**src/hdl/gbst_pkg.sv**
```systemverilog
// Shared types, state codes and register indexes for the geofence breach tracker.
package gbst_pkg;

    // Slot capacity of the register map and widths of the fixed fields.
    localparam int SLOT_CAP    = 8;
    localparam int TIME_W      = 32;
    localparam int COUNT_W     = 8;
    localparam int CFG_IDX_W   = 3;
    localparam int CFG_DATA_W  = 64;
    localparam int GRACE_W     = 32;
    localparam int STATES_W    = 2 * SLOT_CAP;

    // Per-slot breach state.
    typedef logic [1:0] state_t;

    localparam state_t ST_INSIDE  = 2'd0;
    localparam state_t ST_WARNING = 2'd1;
    localparam state_t ST_BREACH  = 2'd2;
    localparam state_t ST_ALERTED = 2'd3;

    // Outside fixes counted before a breach becomes an alert.
    localparam logic [COUNT_W-1:0] ALERT_COUNT = 8'd3;

    // Configuration register indexes.
    localparam logic [CFG_IDX_W-1:0] REG_ACTIVE     = 3'd0;
    localparam logic [CFG_IDX_W-1:0] REG_KEEP_OUT   = 3'd1;
    localparam logic [CFG_IDX_W-1:0] REG_GRACE_BASE = 3'd2;
    localparam logic [CFG_IDX_W-1:0] REG_COUNT      = 3'd6;

    // Control that the top level hands to each slot lane.
    typedef struct packed {
        logic clear;
        logic step;
        logic in_ok;
    } lane_ctrl_t;

endpackage

```
**src/hdl/geofence_breach_state_tracker.sv**
```systemverilog
// Top level of the geofence breach state tracker: config registers, slot lanes, output buffer.
//
// Takes one position fix per clock cycle while in_ready is high and returns one result word
// per fix, registered in the output buffer. All FENCE_SLOTS slots update side by side in their
// own lanes, each with one 32-bit subtract and compare, so the sustained rate is one fix per
// cycle while out_ready stays high; a two-word output buffer takes one more fix while out_ready
// is low, and in_ready drops only when both words are full. Any write to registers 0 to 5
// returns every slot to inside; writes to other indexes are ignored. Absent slots read as zero.
module geofence_breach_state_tracker
    import gbst_pkg::*;
#(
    parameter int FENCE_SLOTS = SLOT_CAP
)
(
    input  logic                  clk,
    input  logic                  rst_n,
    input  logic                  cfg_we,
    input  logic [CFG_IDX_W-1:0]  cfg_index,
    input  logic [CFG_DATA_W-1:0] cfg_data,
    input  logic                  in_valid,
    output logic                  in_ready,
    input  logic [TIME_W-1:0]     fix_time,
    input  logic [SLOT_CAP-1:0]   inside_bits,
    output logic                  out_valid,
    input  logic                  out_ready,
    output logic [1:0]            worst_state,
    output logic [STATES_W-1:0]   slot_states
);

    logic [FENCE_SLOTS-1:0]   active_reg;
    logic [FENCE_SLOTS-1:0]   keep_out_reg;
    logic                     cfg_hit;
    logic                     in_fire;
    logic                     out_fire;
    logic [2*FENCE_SLOTS-1:0] lane_states;
    state_t                   merged_worst;
    logic [STATES_W-1:0]      merged_states;

    logic                     main_valid_reg;
    state_t                   main_worst_reg;
    logic [STATES_W-1:0]      main_states_reg;
    logic                     skid_valid_reg;
    state_t                   skid_worst_reg;
    logic [STATES_W-1:0]      skid_states_reg;

    assign cfg_hit  = cfg_we && (cfg_index < REG_COUNT);
    assign in_ready = !skid_valid_reg;
    assign in_fire  = in_valid && in_ready;
    assign out_fire = main_valid_reg && out_ready;

    // Mask registers.
    always_ff @(posedge clk or negedge rst_n)
    begin
        if (!rst_n)
        begin
            active_reg   <= '0;
            keep_out_reg <= '0;
        end
        else if (cfg_we)
        begin
            if (cfg_index == REG_ACTIVE)
            begin
                active_reg <= cfg_data[FENCE_SLOTS-1:0];
            end
            if (cfg_index == REG_KEEP_OUT)
            begin
                keep_out_reg <= cfg_data[FENCE_SLOTS-1:0];
            end
        end
    end

    // One lane per slot, each with its own grace period register.
    for (genvar s = 0; s < FENCE_SLOTS; s++)
    begin : g_slot
        localparam logic [CFG_IDX_W-1:0] GRACE_IDX = CFG_IDX_W'(REG_GRACE_BASE + s / 2);
        localparam int                   GRACE_LO  = (s % 2) * GRACE_W;

        logic [GRACE_W-1:0] grace_reg;
        lane_ctrl_t         ctrl;
        state_t             state_after;

        always_ff @(posedge clk or negedge rst_n)
        begin
            if (!rst_n)
            begin
                grace_reg <= '0;
            end
            else if (cfg_we && (cfg_index == GRACE_IDX))
            begin
                grace_reg <= cfg_data[GRACE_LO +: GRACE_W];
            end
        end

        assign ctrl.clear = cfg_hit;
        assign ctrl.step  = in_fire && active_reg[s];
        assign ctrl.in_ok = inside_bits[s] ^ keep_out_reg[s];

        gbst_lane u_lane (
            .clk         (clk),
            .rst_n       (rst_n),
            .ctrl        (ctrl),
            .now         (fix_time),
            .grace       (grace_reg),
            .state_after (state_after)
        );

        assign lane_states[2*s +: 2] = state_after;
    end

    gbst_merge #(
        .FENCE_SLOTS (FENCE_SLOTS)
    ) u_merge (
        .lane_states (lane_states),
        .active      (active_reg),
        .worst_state (merged_worst),
        .slot_states (merged_states)
    );

    // Output buffer: main word drives the port, skid word catches a fix during a stall.
    always_ff @(posedge clk or negedge rst_n)
    begin
        if (!rst_n)
        begin
            main_valid_reg <= 1'b0;
            skid_valid_reg <= 1'b0;
        end
        else
        begin
            if (out_fire && skid_valid_reg)
            begin
                main_valid_reg <= 1'b1;
                skid_valid_reg <= 1'b0;
            end
            else if (in_fire && (!main_valid_reg || out_fire))
            begin
                main_valid_reg <= 1'b1;
            end
            else if (in_fire)
            begin
                skid_valid_reg <= 1'b1;
            end
            else if (out_fire)
            begin
                main_valid_reg <= 1'b0;
            end
        end
    end

    // Payload of the output buffer.
    always_ff @(posedge clk)
    begin
        if (out_fire && skid_valid_reg)
        begin
            main_worst_reg  <= skid_worst_reg;
            main_states_reg <= skid_states_reg;
        end
        else if (in_fire && (!main_valid_reg || out_fire))
        begin
            main_worst_reg  <= merged_worst;
            main_states_reg <= merged_states;
        end
        if (in_fire && main_valid_reg && !out_fire)
        begin
            skid_worst_reg  <= merged_worst;
            skid_states_reg <= merged_states;
        end
    end

    assign out_valid   = main_valid_reg;
    assign worst_state = main_worst_reg;
    assign slot_states = main_states_reg;

endmodule

```
**src/hdl/gbst_lane.sv**
```systemverilog
// One fence slot: breach state machine with its exit stamp and outside counter.
module gbst_lane
    import gbst_pkg::*;
(
    input  logic               clk,
    input  logic               rst_n,
    input  lane_ctrl_t         ctrl,
    input  logic [TIME_W-1:0]  now,
    input  logic [GRACE_W-1:0] grace,
    output state_t             state_after
);

    state_t             state_reg, state_next;
    logic [TIME_W-1:0]  stamp_reg, stamp_next;
    logic [COUNT_W-1:0] count_reg, count_next;
    logic [TIME_W-1:0]  elapsed;
    logic [COUNT_W-1:0] count_inc;
    logic               grace_hit;

    // Wrapping time since the exit and the incremented outside count.
    assign elapsed   = now - stamp_reg;
    assign grace_hit = (elapsed >= grace);
    assign count_inc = count_reg + COUNT_W'(1);

    // Next state for the current word; held when the slot does not step.
    always_comb
    begin
        state_next = state_reg;
        stamp_next = stamp_reg;
        count_next = count_reg;
        if (ctrl.step)
        begin
            if (state_reg == ST_INSIDE)
            begin
                if (!ctrl.in_ok)
                begin
                    state_next = ST_WARNING;
                    stamp_next = now;
                    count_next = COUNT_W'(1);
                end
            end
            else if (ctrl.in_ok)
            begin
                state_next = ST_INSIDE;
                count_next = '0;
            end
            else
            begin
                case (state_reg)
                    ST_WARNING:
                    begin
                        count_next = count_inc;
                        if (grace_hit)
                        begin
                            state_next = ST_BREACH;
                        end
                    end
                    ST_BREACH:
                    begin
                        count_next = count_inc;
                        if (count_inc >= ALERT_COUNT)
                        begin
                            state_next = ST_ALERTED;
                        end
                    end
                    default:
                    begin
                        state_next = state_reg;
                    end
                endcase
            end
        end
    end

    assign state_after = state_next;

    // Slot registers; a clear from any configuration write to registers 0 to 5 returns the slot to inside.
    always_ff @(posedge clk or negedge rst_n)
    begin
        if (!rst_n)
        begin
            state_reg <= ST_INSIDE;
            stamp_reg <= '0;
            count_reg <= '0;
        end
        else if (ctrl.clear)
        begin
            state_reg <= ST_INSIDE;
            stamp_reg <= '0;
            count_reg <= '0;
        end
        else
        begin
            state_reg <= state_next;
            stamp_reg <= stamp_next;
            count_reg <= count_next;
        end
    end

endmodule

```
**src/hdl/gbst_merge.sv**
```systemverilog
// Merges the lane states into the worst active state and the packed state field.
module gbst_merge
    import gbst_pkg::*;
#(
    parameter int FENCE_SLOTS = SLOT_CAP
)
(
    input  logic [2*FENCE_SLOTS-1:0] lane_states,
    input  logic [FENCE_SLOTS-1:0]   active,
    output state_t                   worst_state,
    output logic [STATES_W-1:0]      slot_states
);

    // Maximum over active slots and packing with absent slots read as zero.
    always_comb
    begin
        worst_state = ST_INSIDE;
        slot_states = '0;
        for (int s = 0; s < FENCE_SLOTS; s++)
        begin
            slot_states[2*s +: 2] = lane_states[2*s +: 2];
            if (active[s] && (lane_states[2*s +: 2] > worst_state))
            begin
                worst_state = lane_states[2*s +: 2];
            end
        end
    end

endmodule
```
**config.mk**
```make
export PLATFORM = sky130hd
export DESIGN_NAME = geofence_breach_state_tracker
export DESIGN_NICKNAME = d
export VERILOG_FILES = /design/src/hdl/gbst_pkg.sv /design/src/hdl/geofence_breach_state_tracker.sv /design/src/hdl/gbst_lane.sv /design/src/hdl/gbst_merge.sv
export SDC_FILE = /design/constraint.sdc
export NUM_CORES = 2
export LEC_CHECK = 0
export ABC_AREA = 1
export BUFFER_PORTS_ARGS = -buffer_cell sky130_fd_sc_hd__buf_2
export CORE_MARGIN = 5
export CORE_UTILIZATION = 45
export DETAILED_ROUTE_END_ITERATION = 10
export GPL_ROUTABILITY_DRIVEN = 0
export PLACE_DENSITY = 0.69
export SETUP_SLACK_MARGIN = 0.5
export SKIP_LAST_GASP = 1
export SLEW_MARGIN = 0
export SYNTH_ARGS = -nofsm -noshare
export SYNTH_HDL_FRONTEND = slang
export SYNTH_HIERARCHICAL = 1
export SYNTH_SLANG_ARGS = --single-unit
export TNS_END_PERCENT = 20
```
**constraint.sdc**
```tcl
create_clock -name clk -period 10.35 [get_ports clk]
set_input_delay 0.5175 -clock clk [delete_from_list [all_inputs] [get_ports clk]]
set_output_delay 0.5175 -clock clk [all_outputs]
set_load 0.01 [all_outputs]
```
==> metrics.txt <==
Final nets=7,722; cell area power density=roughly 170 nW/um^2; relative slew slack=between 20 and 30%; CP Data Arrival Time=around 9900 ps; most common flop cell mapped by yosys=dfrtp_1; CTS tree=built; clock buffer count from CTS=78; gr busiest metal=met2; FMAX=105 MHz; worst-case clock buffer depth=3; Unique masters post-synth=59; Worst EP required=~11,000 ps; clock transition at the registers of the reported paths=60 ps; Post-route DRC=0; global-route wire length before repair=about 260,000 um; ys async rst share=94.4%; Reg2Reg Launch Point=g_slot[1].u_lane/stamp_reg[2]; LEAKAGE=~0.028 uW; Crit Path Max Fanout=4; Vias/cell=5.51; largest net degree at the start of global routing=between 150 and 200; initial antenna violation count=6; Syn Area/Cell=7.37 um^2; Final WS setup=812 ps; most used cell, CP=nand2_2; Design Power=9800 uW; critical path startpoint category=register; final hold violations=0; worst skew pair latency=670 ps; vias in the first global route=45,096; most frequent cells in the layout=1,746 x nand2_1, 1,031 x inv_1, 610 x dfrtp_1; Crit-path slowest cell=ha_1; pre-CTS setup slack=171 ps; fraction of layout cells with a size suffix above 1=11.5%; synthesized area=~51,000 um^2; Max VDD drop=0.113 mV; Core ar.=~110,000 um^2; syn_nets=about 7,500; initial drt markers=4,697; total length of routed wires=around 170,000 um; grt met3 use=6.29%; r2r worst-path depth=77; Hold Crit Class=in -> reg; status=finished, final reports clean; met2 usage=42.7%; total grt overflow=0; critical path type=reg -> reg; Seq/Total Area, Yosys=32.3%; die width=roughly 350 um; HPWL Detailed=127,000 um; GRT Overall Usage=27.5%; Reg2Reg Setup Slack=between 800 and 900 ps; clock root buffer=clkbuf_16; Syn Inst Count=6,876; H-tree levels=3; Max Cap Viol=0; CTS Sinks=646; Final setup viols=0; Die Y=346 um; First-pass DRT Iterations=8; reg-to-reg endpoint=worst_state[1]; Slew Limit Fails=0; post-route cell area=56,400 um^2; yosys warns=6; commonest non-fill, non-tap cell in the layout=nand2_1; Layout area overhead=11.3%; Slew @ Worst Pin=1080 ps; Seq cells post-synth=around 650; Starting Density=45.2%; Avg WL per Cell=just under 20 um; Top Ports=132; die area=119,000 um^2; met1 Usage GRT=36.5%; period utilisation layout=92.2%; max incr delay on CP=370 ps; CP endpoint=worst_state[1]; Clock Skew=between 30 and 40 ps; setup TNS=0 ps; clock period minus worst slack=around 9500 ps; # rows=123; Placed Area=roughly 53,000 um^2; final antenna-violating net count=0; Crit. Startpoint=g_slot[1].u_lane/stamp_reg[2]; I/O Buffers=between 100 and 150; DR vias=~47,000; fin util=50.3%; RSZ-0062 raised after global routing=false; count of flip-flops with a built-in enable after synthesis=36; Setup crit end kind=register
## worst min-delay path by stage
stage	start	endpoint	slack, ps	cells past startpoint
after global routing	cfg_data[43]	g_slot[3].grace_reg[11]	180	3
final	cfg_data[33]	g_slot[3].grace_reg[1]	190	3
after CTS	cfg_data[43]	g_slot[3].grace_reg[11]	160	3
after floorplan	rst_n	active_reg[0]	220	0
after detailed placement	g_slot[4].grace_reg[3]	g_slot[4].grace_reg[3]	460	2
after global placement	g_slot[0].grace_reg[4]	g_slot[0].grace_reg[4]	450	2
## power breakdown
group	internal (uW)	total, uW	switching, uW	leakage [uW]
clock network	1740	2910	1180	0.00131
logic	1350	3800	2460	0.0178
registers	2900	3090	184	0.00843
## what timing repair did
item | CTS | global route
buffers inserted | 0 | 18
gates resized for setup | 0 | 129
setup endpoints to repair | 0 | 4
endpoints found under the hold margin | 84 | 0
hold buffers | 1 | 0
## through the flow
| stage | instances | hold slack, ps |
|---|---|---|
| after global routing | 8609 | 179 |
| final | 8610 | 192 |
| after global placement | 8450 | 455 |
| after floorplan | 6876 | 222 |
| after detailed placement | 8450 | 458 |
| after CTS | 8591 | 165 |
## synthesized netlist by cell type, types with 17 or more instances
library cell  count  area share (%)
clkbuf_1         75            0.56
nand3_2          44            0.87
a21oi_2          27            0.47
edfxtp_1         36             2.1
o22ai_1          40            0.49
a31oi_1          19            0.23
nor3_2           24            0.47
nand3_1         524             5.2
or2_2            17            0.21
a21oi_1         411             4.1
buf_6            25            0.56
nand2_1        1766              13
inv_2            26            0.19
nand2_2         108             1.3
o21ai_2          17            0.29
ha_1            553              14
nor2_1          424             3.1
xnor2_1          57            0.99
nor3_1           42            0.41
o21ai_0         427             4.2
buf_2            28            0.28
o21ai_1          25            0.25
xor2_1          189             3.3
o21a_1           32            0.47
a21o_1           32            0.47
dfrtp_1         610              30
nand4_1          75            0.93
inv_1          1038             7.7
buf_4            22            0.33
## kinds of logic after synthesis
| kind of cell | synth area share [%] |
|---|---|
| and+or+nand+nor | 26.8 |
| buffers and inverters | 9.89 |
| AOI/OAI and AO/OA | 12.3 |
| DFF | 32.3 |
| adders and majority gates | 14.0 |
| xor gates and xnor gates | 4.70 |
## layer usage
| layer | vias up | part of all wire [%] |
|---|---|---|
| li1 | 22619 | - |
| met1 | 22457 | 41 |
| met2 | 1961 | 43 |
| met3 | 435 | 9.9 |
| met4 | 4 | 5.7 |
| met5 | - | 0.013 |
## worst max-delay path, delay by kind of cell, from the launching register on
family          cells  cell delay [ps]
buf+inv             8              690
compound gates     12             1470
simple gates       47             4240
xor+xnor            1              180
flops               1              320
fa+ha+maj           9             2350
## layout make-up
cell class              instances  area, um^2
fillers                     10745       55800
clock buffers                 101        2220
multi-input cells            5006       29900
inverters                    1064        3990
diodes                          1        2.50
clock inverters                39         444
flip-flops and latches        646       16300
repair buffers                253        1600
well taps                    1500        1880
Power figures use the tool's default switching activity.
